===== src/design/dtps_pkg.sv =====
// shared constants and types for the dual tap pitch shifter
package dtps_pkg;

    localparam int DTPS_RING_DEPTH    = 1024;
    localparam int DTPS_FRACTION_BITS = 16;

    localparam int SAMPLE_W = 24;
    localparam int STEP_W   = 18;
    localparam int WIN_W    = 16;

    localparam logic [STEP_W-1:0] PITCH_RESET = STEP_W'(65536);
    localparam logic [63:0]       PI_Q30      = 64'd3373259426;

    // control word from the sequencer to the shared multiply unit
    typedef struct packed {
        logic start;
        logic fade;
    } mac_ctrl_t;

endpackage


===== src/design/dtps_mac.sv =====
// shared two-stage multiply unit: base + round((other - base) * weight / 2^shift)
module dtps_mac
    import dtps_pkg::*;
#(
    parameter int FRACTION_BITS = DTPS_FRACTION_BITS
)
(
    input  logic                                clk,
    input  mac_ctrl_t                           ctrl,
    input  logic signed [SAMPLE_W-1:0]          base,
    input  logic signed [SAMPLE_W-1:0]          other,
    input  logic [((FRACTION_BITS > WIN_W) ? FRACTION_BITS : WIN_W)-1:0] weight,
    output logic signed [SAMPLE_W-1:0]          result
);

    localparam int MW  = (FRACTION_BITS > WIN_W) ? FRACTION_BITS : WIN_W;
    localparam int DW  = SAMPLE_W + 1;
    localparam int PRW = DW + MW + 1;

    logic signed [SAMPLE_W-1:0] base_reg;
    logic signed [DW-1:0]       diff_reg;
    logic [MW-1:0]              wt_reg;
    logic                       fade_reg;

    logic signed [SAMPLE_W-1:0] base_p_reg;
    logic signed [PRW-1:0]      prod_reg;
    logic                       fade_p_reg;

    logic signed [PRW-1:0] rnd_frac;
    logic signed [PRW-1:0] rnd_fade;
    logic signed [PRW-1:0] acc;

    // operand stage, loaded on start
    always_ff @(posedge clk)
    begin
        if (ctrl.start)
        begin
            base_reg <= base;
            diff_reg <= DW'(other) - DW'(base);
            wt_reg   <= weight;
            fade_reg <= ctrl.fade;
        end
    end

    // product stage
    always_ff @(posedge clk)
    begin
        base_p_reg <= base_reg;
        prod_reg   <= PRW'(diff_reg) * $signed({1'b0, wt_reg});
        fade_p_reg <= fade_reg;
    end

    // round half up and add back the base
    assign rnd_frac = (prod_reg + (PRW'(1) <<< (FRACTION_BITS - 1))) >>> FRACTION_BITS;
    assign rnd_fade = (prod_reg + (PRW'(1) <<< (WIN_W - 2))) >>> (WIN_W - 1);
    assign acc      = PRW'(base_p_reg) + (fade_p_reg ? rnd_fade : rnd_frac);
    assign result   = acc[SAMPLE_W-1:0];

endmodule


===== config.mk =====
export PLATFORM = sky130hd
export DESIGN_NAME = dtps_mac
export DESIGN_NICKNAME = d
export VERILOG_FILES = /design/src/design/dtps_pkg.sv /design/src/design/dtps_mac.sv
export SDC_FILE = /design/constraint.sdc
export NUM_CORES = 1
export LEC_CHECK = 0
export BUFFER_PORTS_ARGS = -buffer_cell sky130_fd_sc_hd__buf_4
export CELL_PAD_IN_SITES_DETAIL_PLACEMENT = 1
export CELL_PAD_IN_SITES_GLOBAL_PLACEMENT = 2
export CORE_MARGIN = 10
export CORE_UTILIZATION = 25
export DETAILED_ROUTE_END_ITERATION = 6
export HOLD_SLACK_MARGIN = 0.12
export PLACE_DENSITY_LB_ADDON = 0.1
export SYNTH_ARGS = -nofsm -noshare
export SYNTH_HDL_FRONTEND = slang
export SYNTH_SLANG_ARGS = --single-unit

===== constraint.sdc =====
create_clock -name clk -period 8.05 [get_ports clk]
set_input_delay 1.2075 -clock clk [delete_from_list [all_inputs] [get_ports clk]]
set_output_delay 1.2075 -clock clk [all_outputs]
set_load 0.02 [all_outputs]

==> summary.txt, run 1 <==
Placed design
  • GPL Wtd Cong: 0.760
  • IO buf count: 90
  • Hpwl dp: 51600 µm

Synth
  • Post-Syn Area: 19800 µm²
  • Syn Area/Cell: 9.42 µm²
  • Post-synth ARST share: 0
  • Post-Synthesis Cells: 2102
  • Synth Register Bits: 117
  • Commonest cells in the synthesized netlist: inv_1, fa_1, nand2_1, and2_1, ha_1
  • Yosys Warn Count: 0
  • Leading cell type by number of instances after synthesis: inv_1
  • Most used DFF post-synth: edfxtp_1
  • Synth top area cells: fa_1, edfxtp_1, ha_1
  • Synth Net Count: 2692
  • Yosys top cell area share: 0.383
  • Seq/Total Area, Yosys: 0.152
  • EDFF count, synth: 66
  • Netlist cell types: 62
  • Synth area leader: fa_1

Floorplan
  • Die width: 301 µm
  • Initial core utilization: 0.251
  • Core Rows: 103
  • Die H: 301 µm
  • IO Pins: 91
  • Core ar.: 78700 µm²
  • DIE AREA: 90900 µm²

Setup path
  • Crit path required time: 8410 ps
  • Crit Path Class: register to register
  • Reg2reg path depth: 19
  • Worst setup startpoint: wt_reg[8]
  • Worst r2r src: wt_reg[8]
  • Reg2reg setup slack: 690 ps
  • Maximum fanout along the worst path: 19
  • FF-to-FF End: prod_reg[30]
  • Critical Path AT: 7720 ps
  • CP Launch Type: register
  • Worst Setup End Kind: register

Routing
  • Drt first-iter violations: 437
  • ANT nets after route: 0
  • TritonRoute pass-1 iters: 5
  • DR WL/cell: 19.2 µm
  • Via count: 13922
  • Vias per inst: 4.32
  • Remaining DRCs: 0
  • WL final: 62100 µm

Global routing
  • All-Layer GR Usage: 0.144
  • First-pass GRT wire length: 98500 µm
  • Pin count of the biggest net entering global routing: 58
  • Vias in the first global route: 16340
  • Grt total ovfl: 0
  • Initial antenna violation count: 1

Timing
  • WHS: 341 ps
  • Final Hold Viols: 0
  • Fin Setup TNS: 0 ps
  • Final setup vio count: 0
  • Slew headroom: 0.315
  • Max-slew violations: 0
  • Tmin final: 7360 ps
  • Fin crit share: 0.914
  • Clock Skew: 26.9 ps
  • Fmax: 136 MHz
  • RSZ-0062 raised after global routing: no
  • Worst Max-Slew Pin Slew: 1030 ps

Cells and area
  • Share of cells above drive strength 1: 0.0763
  • Layout Nets: 2752
  • Largest register FFs: 26
  • Area delta synth->final: 12.6%

Run status
  • Outcome: finished, final reports clean

Clocking
  • Clock Pin Slew Worst Setup and Hold Paths: 70 ps
  • CTS root buf: clkbuf_16
  • Cts hold-fix bufs: 0
  • # Post-CTS Setup Buffers: 0
  • CTS tree: yes
  • Bufs on Longest Clock Path: 2
  • Num CTS Buffers: 17
  • Htree depth: 4
  • Clk_lat worst skew: 480 ps
  • Clock sinks: 117
  • PostCTS Resize Cnt: 0

Min path
  • Min-Delay Startpoint: base_reg[12]
  • Worst Hold Endpoint: base_p_reg[12]
  • Worst hold path cell count: 0
  • Hold Path Class: register to register

Job
  • Max-cap viol count: 0
==> per-stage QoR <==
stage,area [µm²],utilization,worst slack (ps),instances
global placement,21700,0.275,799,3193
detailed placement,21700,0.275,860,3193
finish,22300,0.283,689,3226
global route,22300,0.283,380,3225
floorplan,19800,-,1960,2102
CTS,22300,0.283,841,3225
==> metal layers <==
layer / part of all wire / up-vias / GRT usage
met5: 0 / - / 0
met4: 0.018 / 0 / 0.0326
met3: 0.014 / 46 / 0.0161
met2: 0.56 / 101 / 0.277
met1: 0.41 / 7259 / 0.167
li1: - / 6516 / -
==> area by class of cell <==
cell class	count	area (µm²)
Multi-Input combinational cell	1454	14800
Clock buffer	17	425
Sequential cell	117	3000
Timing Repair Buffer	114	856
Tap cell	1050	1310
Fill cell	8994	56400
Antenna cell	1	2.50
Clock inverter	15	194
Inverter	458	1720
==> kinds of logic (layout without fill, tap and decap cells) <==
family,count (synthesis),after routing,share of synthesized area
buffers and inverters,531,604,0.102
other,0,1,0
DFF,117,117,0.152
AOI/OAI and AO/OA,199,199,0.0657
adders and majority gates,523,523,0.474
xor gates and xnor gates,119,119,0.0526
and+or+nand+nor,593,593,0.144
muxes,20,20,0.0105
==> worst max-delay path: stages (launching register included) <==
cell	delay [ps]
edfxtp_1	1030
buf_4	300
nand2_1	90
fa_1	570
inv_1	50
fa_1	500
fa_1	610
fa_1	470
fa_1	490
inv_1	50
fa_1	470
inv_1	40
ha_1	350
and3_1	200
nand4_1	140
a211oi_1	820
a21oi_1	390
o21ai_0	380
a21oi_1	150
xnor2_1	140
==> worst max path at each step <==
stage / cells after the start / slack [ps] / end
2_1_floorplan: 23 / 1960 / result[22]
6_report: 19 / 690 / prod_reg[30]
5_1_grt: 21 / 380 / prod_reg[30]
3_5_place_dp: 19 / 860 / prod_reg[30]
4_1_cts: 19 / 840 / prod_reg[30]
3_3_place_gp: 19 / 800 / prod_reg[34]
==> layout by cell type, fill, tap and decap left out, types with 3 or more instances in the layout <==
cell        count
a211oi_1        7
a21o_1         22
a21oi_1        70
a31oi_1        11
and2_1        158
and3_1         16
and4_1          3
buf_4         114
bufinv_16       3
clkbuf_16      17
clkinv_4        3
clkinvlp_4      3
dfxtp_1        50
edfxtp_1       66
fa_1          379
ha_1          144
inv_1         458
inv_6           5
mux2_2          6
mux2i_1        14
nand2_1       299
nand2b_1       11
nand3_1        25
nand4_1         9
nor2_1         51
nor2b_1         8
nor3_1          4
o211ai_1        4
o21a_1         15
o21ai_0        31
o21bai_1       10
xnor2_1        86
xor2_1         33
Power of run 1 is left out: the tool's default activity adds up to more than one toggle a clock period on the data nets, which glitch-free logic cannot reach.
==> run 2, diff against run 1 <==
- CAP_MARGIN: not set -> 20
- MAX_ROUTING_LAYER: not set -> met4
==> run 2 against run 1 <==
Count of clock-buffer cells in the layout unchanged. Clock skew decreased by 1.1 ps. Worst hold slack about the same. Design area about the same. Sequential cell count unchanged. Critical path type unchanged. Global-route usage increased by 0.42 points. Setup slack improved by 71 ps. Die area unchanged. First-iteration DRC count decreased by 3.7%. Critical path depth unchanged. Critical endpoint unchanged. Utilization about the same.
==> summary.txt, run 2 (same netlist as run 1, synthesis figures left out) <==
Setup path
  • Crit path required time: 8400 ps
  • Worst Setup End Kind: register
  • Critical Path AT: 7640 ps
  • CP Launch Type: register
  • Crit Path Class: register to register
  • Worst setup startpoint: wt_reg[8]
  • Maximum fanout along the worst path: 19
  • Worst r2r src: wt_reg[8]
  • Reg2reg setup slack: 760 ps

Timing
  • Fin crit share: 0.906
  • Final Hold Viols: 0
  • Slew headroom: 0.331
  • Final setup vio count: 0
  • Worst Max-Slew Pin Slew: 1000 ps
  • Fmax: 137 MHz
  • RSZ-0062 raised after global routing: no
  • Fin Setup TNS: 0 ps
  • Tmin final: 7290 ps
  • Max-slew violations: 0
  • Clock Skew: 25.8 ps

Placed design
  • GPL Wtd Cong: 0.770
  • IO buf count: 90
  • Hpwl dp: 51600 µm

Floorplan
  • Core Rows: 103
  • Die H: 301 µm
  • IO Pins: 91
  • Core ar.: 78700 µm²
  • Die width: 301 µm
  • DIE AREA: 90900 µm²
  • Initial core utilization: 0.251

Clocking
  • Clock Pin Slew Worst Setup and Hold Paths: 70 ps
  • # Post-CTS Setup Buffers: 0
  • Bufs on Longest Clock Path: 2
  • CTS tree: yes
  • PostCTS Resize Cnt: 0
  • Num CTS Buffers: 17
  • Clock sinks: 117
  • Htree depth: 4
  • CTS root buf: clkbuf_16
  • Clk_lat worst skew: 480 ps
  • Cts hold-fix bufs: 0

Cells and area
  • Largest register FFs: 26
  • Layout Nets: 2752
  • Fillcell total: 8995
  • Area delta synth->final: 12.6%
  • Area of the multi-input gates: 14800 µm²
  • Register Area: 3000 µm²
  • Share of cells above drive strength 1: 0.0763
  • Most frequent cells in the layout: inv_1, fa_1, nand2_1
  • N_diodes: 0
  • Leading cell type in the layout, fill and taps excluded: inv_1

Run status
  • Outcome: finished, final reports clean

Global routing
  • First-pass GRT wire length: 98500 µm
  • Grt total ovfl: 0
  • Pin count of the biggest net entering global routing: 58
  • Initial antenna violation count: 2
  • All-Layer GR Usage: 0.148
  • Vias in the first global route: 16335

Routing
  • Via count: 13896
  • ANT nets after route: 0
  • WL final: 62000 µm
  • DR WL/cell: 19.2 µm
  • Drt first-iter violations: 421
  • TritonRoute pass-1 iters: 4
  • Remaining DRCs: 0
  • Vias per inst: 4.31

Min path
  • Hold Path Class: register to register
  • Min-Delay Startpoint: base_reg[12]

Job
  • Max-cap viol count: 0
## run 2: final cells by class
type | instances | area share
multi-input combinational | 1454 | 0.663
tap | 1050 | 0.0589
sequential | 117 | 0.135
timing repair buffer | 114 | 0.0384
clock inverter | 15 | 0.00870
clock buffer | 17 | 0.0191
inverter | 458 | 0.0771
## run 2: worst max-delay path: stages, from the launching register on
cell and delay [ps]:
edfxtp_1 1010, buf_4 300, nand2_1 90, fa_1 570, inv_1 50, fa_1 500
fa_1 610, fa_1 460, fa_1 490, inv_1 50, fa_1 470, inv_1 40
ha_1 350, and3_1 200, nand4_1 130, a211oi_1 790, a21oi_1 380, o21ai_0 370
a21oi_1 150, xnor2_1 140
## run 2: path summary, 6_finish.rpt
check,end,cells past startpoint
setup / recovery,prod_reg[30],19
hold / removal,base_p_reg[12],0
setup reg to reg,prod_reg[30],19
hold reg to reg,base_p_reg[12],0
## run 2: metal layers
| metal | vias up | track usage | part of all wire |
|---|---|---|---|
| met2 | 94 | 0.277 | 0.56 |
| met3 | 46 | 0.0160 | 0.013 |
| li1 | 6510 | - | - |
| met1 | 7246 | 0.167 | 0.41 |
| met5 | - | - | 0 |
| met4 | 0 | 0.0326 | 0.017 |
## run 2: per-stage QoR
step | instance area (µm²) | utilization | setup WS (ps) | std cells | hold WS (ps)
2_1_floorplan | 19800 | - | 1960 | 2102 | 323
3_3_place_gp | 21700 | 0.275 | 799 | 3193 | 324
3_5_place_dp | 21700 | 0.275 | 860 | 3193 | 329
4_1_cts | 22300 | 0.283 | 841 | 3225 | 345
5_1_grt | 22300 | 0.283 | 380 | 3225 | 346
6_report | 22300 | 0.283 | 760 | 3225 | 341
Power of run 2 is left out for the same reason.
==> run 3, diff against run 2 <==
- BUFFER_PORTS_ARGS: -buffer_cell sky130_fd_sc_hd__buf_4 -> not set
- DONT_BUFFER_PORTS: not set -> 1
- SETUP_SLACK_MARGIN: not set -> 0.05
==> run 3 against run 2 <==
Worst hold slack worse by 1.4 ps. Clock skew is 2.9 ps lower. Maximum frequency is 2.0% higher. Wire length is 1.4% lower. Non-clock buffer count is 91 lower. Register-to-register slack better by 140 ps. Setup slack better by 140 ps. Critical path depth is 1 higher. Global-route usage is 0.33 points lower. Critical path type unchanged.
==> summary.txt, run 3 (same netlist as run 1, synthesis figures left out) <==
Timing
  • WHS: 340 ps
  • Fin crit share: 0.888
  • Clock Skew: 22.8 ps
  • Final setup vio count: 0
  • Tmin final: 7150 ps
  • Worst Max-Slew Pin Slew: 1070 ps
  • Max-slew violations: 0
  • Final Hold Viols: 0
  • Fin Setup TNS: 0 ps
  • Slew headroom: 0.286
  • Fmax: 140 MHz
  • RSZ-0062 raised after global routing: no

Routing
  • Remaining DRCs: 0
  • Drt first-iter violations: 533
  • TritonRoute pass-1 iters: 5
  • DR WL/cell: 19.5 µm
  • Via count: 13610
  • WL final: 61100 µm
  • Vias per inst: 4.34
  • ANT nets after route: 0

Cells and area
  • Share of cells above drive strength 1: 0.0360
  • Leading cell type in the layout, fill and taps excluded: inv_1
  • Layout Nets: 2661
  • Post-Layout Cell Count: 3137
  • Most frequent cells in the layout: inv_1, fa_1, nand2_1
  • Fillcell total: 9077
  • Area delta synth->final: 9.26%
  • Largest register FFs: 26

Global routing
  • Initial antenna violation count: 5
  • Grt total ovfl: 0
  • Pin count of the biggest net entering global routing: 67
  • All-Layer GR Usage: 0.145
  • Vias in the first global route: 15704
  • First-pass GRT wire length: 96000 µm

Placed design
  • Hpwl dp: 50300 µm
  • Dpl cells: 3100
  • GPL Wtd Cong: 0.795
  • IO buf count: 0

Clocking
  • Cts hold-fix bufs: 0
  • Clock sinks: 117
  • CTS root buf: clkbuf_16
  • Htree depth: 4
  • Bufs on Longest Clock Path: 2
  • PostCTS Resize Cnt: 0
  • CTS tree: yes
  • Clk_lat worst skew: 460 ps
  • Num CTS Buffers: 17
  • # Post-CTS Setup Buffers: 0
  • Clock Pin Slew Worst Setup and Hold Paths: 60 ps

Floorplan
  • IO Pins: 91
  • DIE AREA: 90900 µm²
  • Die H: 301 µm
  • Initial core utilization: 0.251
  • Core Rows: 103
  • Die width: 301 µm
  • Core ar.: 78700 µm²

Setup path
  • Crit path required time: 8380 ps
  • CP Launch Type: register
  • Worst Setup End Kind: register
  • Maximum fanout along the worst path: 16
  • Critical Path AT: 7480 ps
  • Crit Path Class: register to register

Run status
  • Outcome: finished, final reports clean

Job
  • Max-cap viol count: 0

Min path
  • Hold Path Class: register to register
## run 3: cell count changes in the layout (fill, tap and decap cells not counted), sizes merged
cell      previous run  this run
diode                0         3
inv                464       469
buf                114        23
bufinv               3         2
clkinvlp             3         1
clkinv               3         1
## run 3: metal layers
layer	track usage	vias up	routed length, µm
met5	-	-	0
met3	0.0156	50	1030
li1	-	6328	-
met2	0.268	114	33600
met1	0.163	7118	25100
met4	0.0377	0	1300
## run 3: worst max-delay path, stage by stage (launching register included)
cell and delay (ps):
edfxtp_1 760, buf_4 370, nand2_1 120, fa_1 570, fa_1 510, fa_1 520, inv_1 60, fa_1 610
fa_1 450, fa_1 450, ha_1 370, a21oi_1 80, nor2_1 100, o21a_1 120, o21ai_0 70, buf_4 170
a211oi_1 710, a21oi_1 380, o21ai_0 340, a21oi_1 130, xnor2_1 140
## run 3: layout make-up
type | instances | area (µm²) | share of cell area
clock inverter | 15 | 178 | 0.00821
sequential | 117 | 3000 | 0.139
multi-input combinational | 1454 | 14800 | 0.683
antenna | 3 | 7.51 | 0.000347
inverter | 458 | 1720 | 0.0795
timing repair buffer | 23 | 200 | 0.00925
tap | 1050 | 1310 | 0.0607
clock buffer | 17 | 425 | 0.0197
## run 3: path summary, 6_finish.rpt
path,to,start,depth (start not counted),slack (ps)
worst max register to register,prod_reg[30],wt_reg[2],20,900
worst min register to register,base_p_reg[12],base_reg[12],0,340
worst max-delay path,prod_reg[30],wt_reg[2],20,900
worst min-delay path,base_p_reg[12],base_reg[12],0,340
## run 3: through the flow
stage               instance area [µm²]  setup slack (ps)   util
floorplan                         19800              1960      -
global placement                  21000               842  0.266
detailed placement                21000               817  0.266
CTS                               21600               792  0.274
global route                      21600               412  0.275
finish                            21600               905  0.275
Power of run 3 is left out for the same reason.
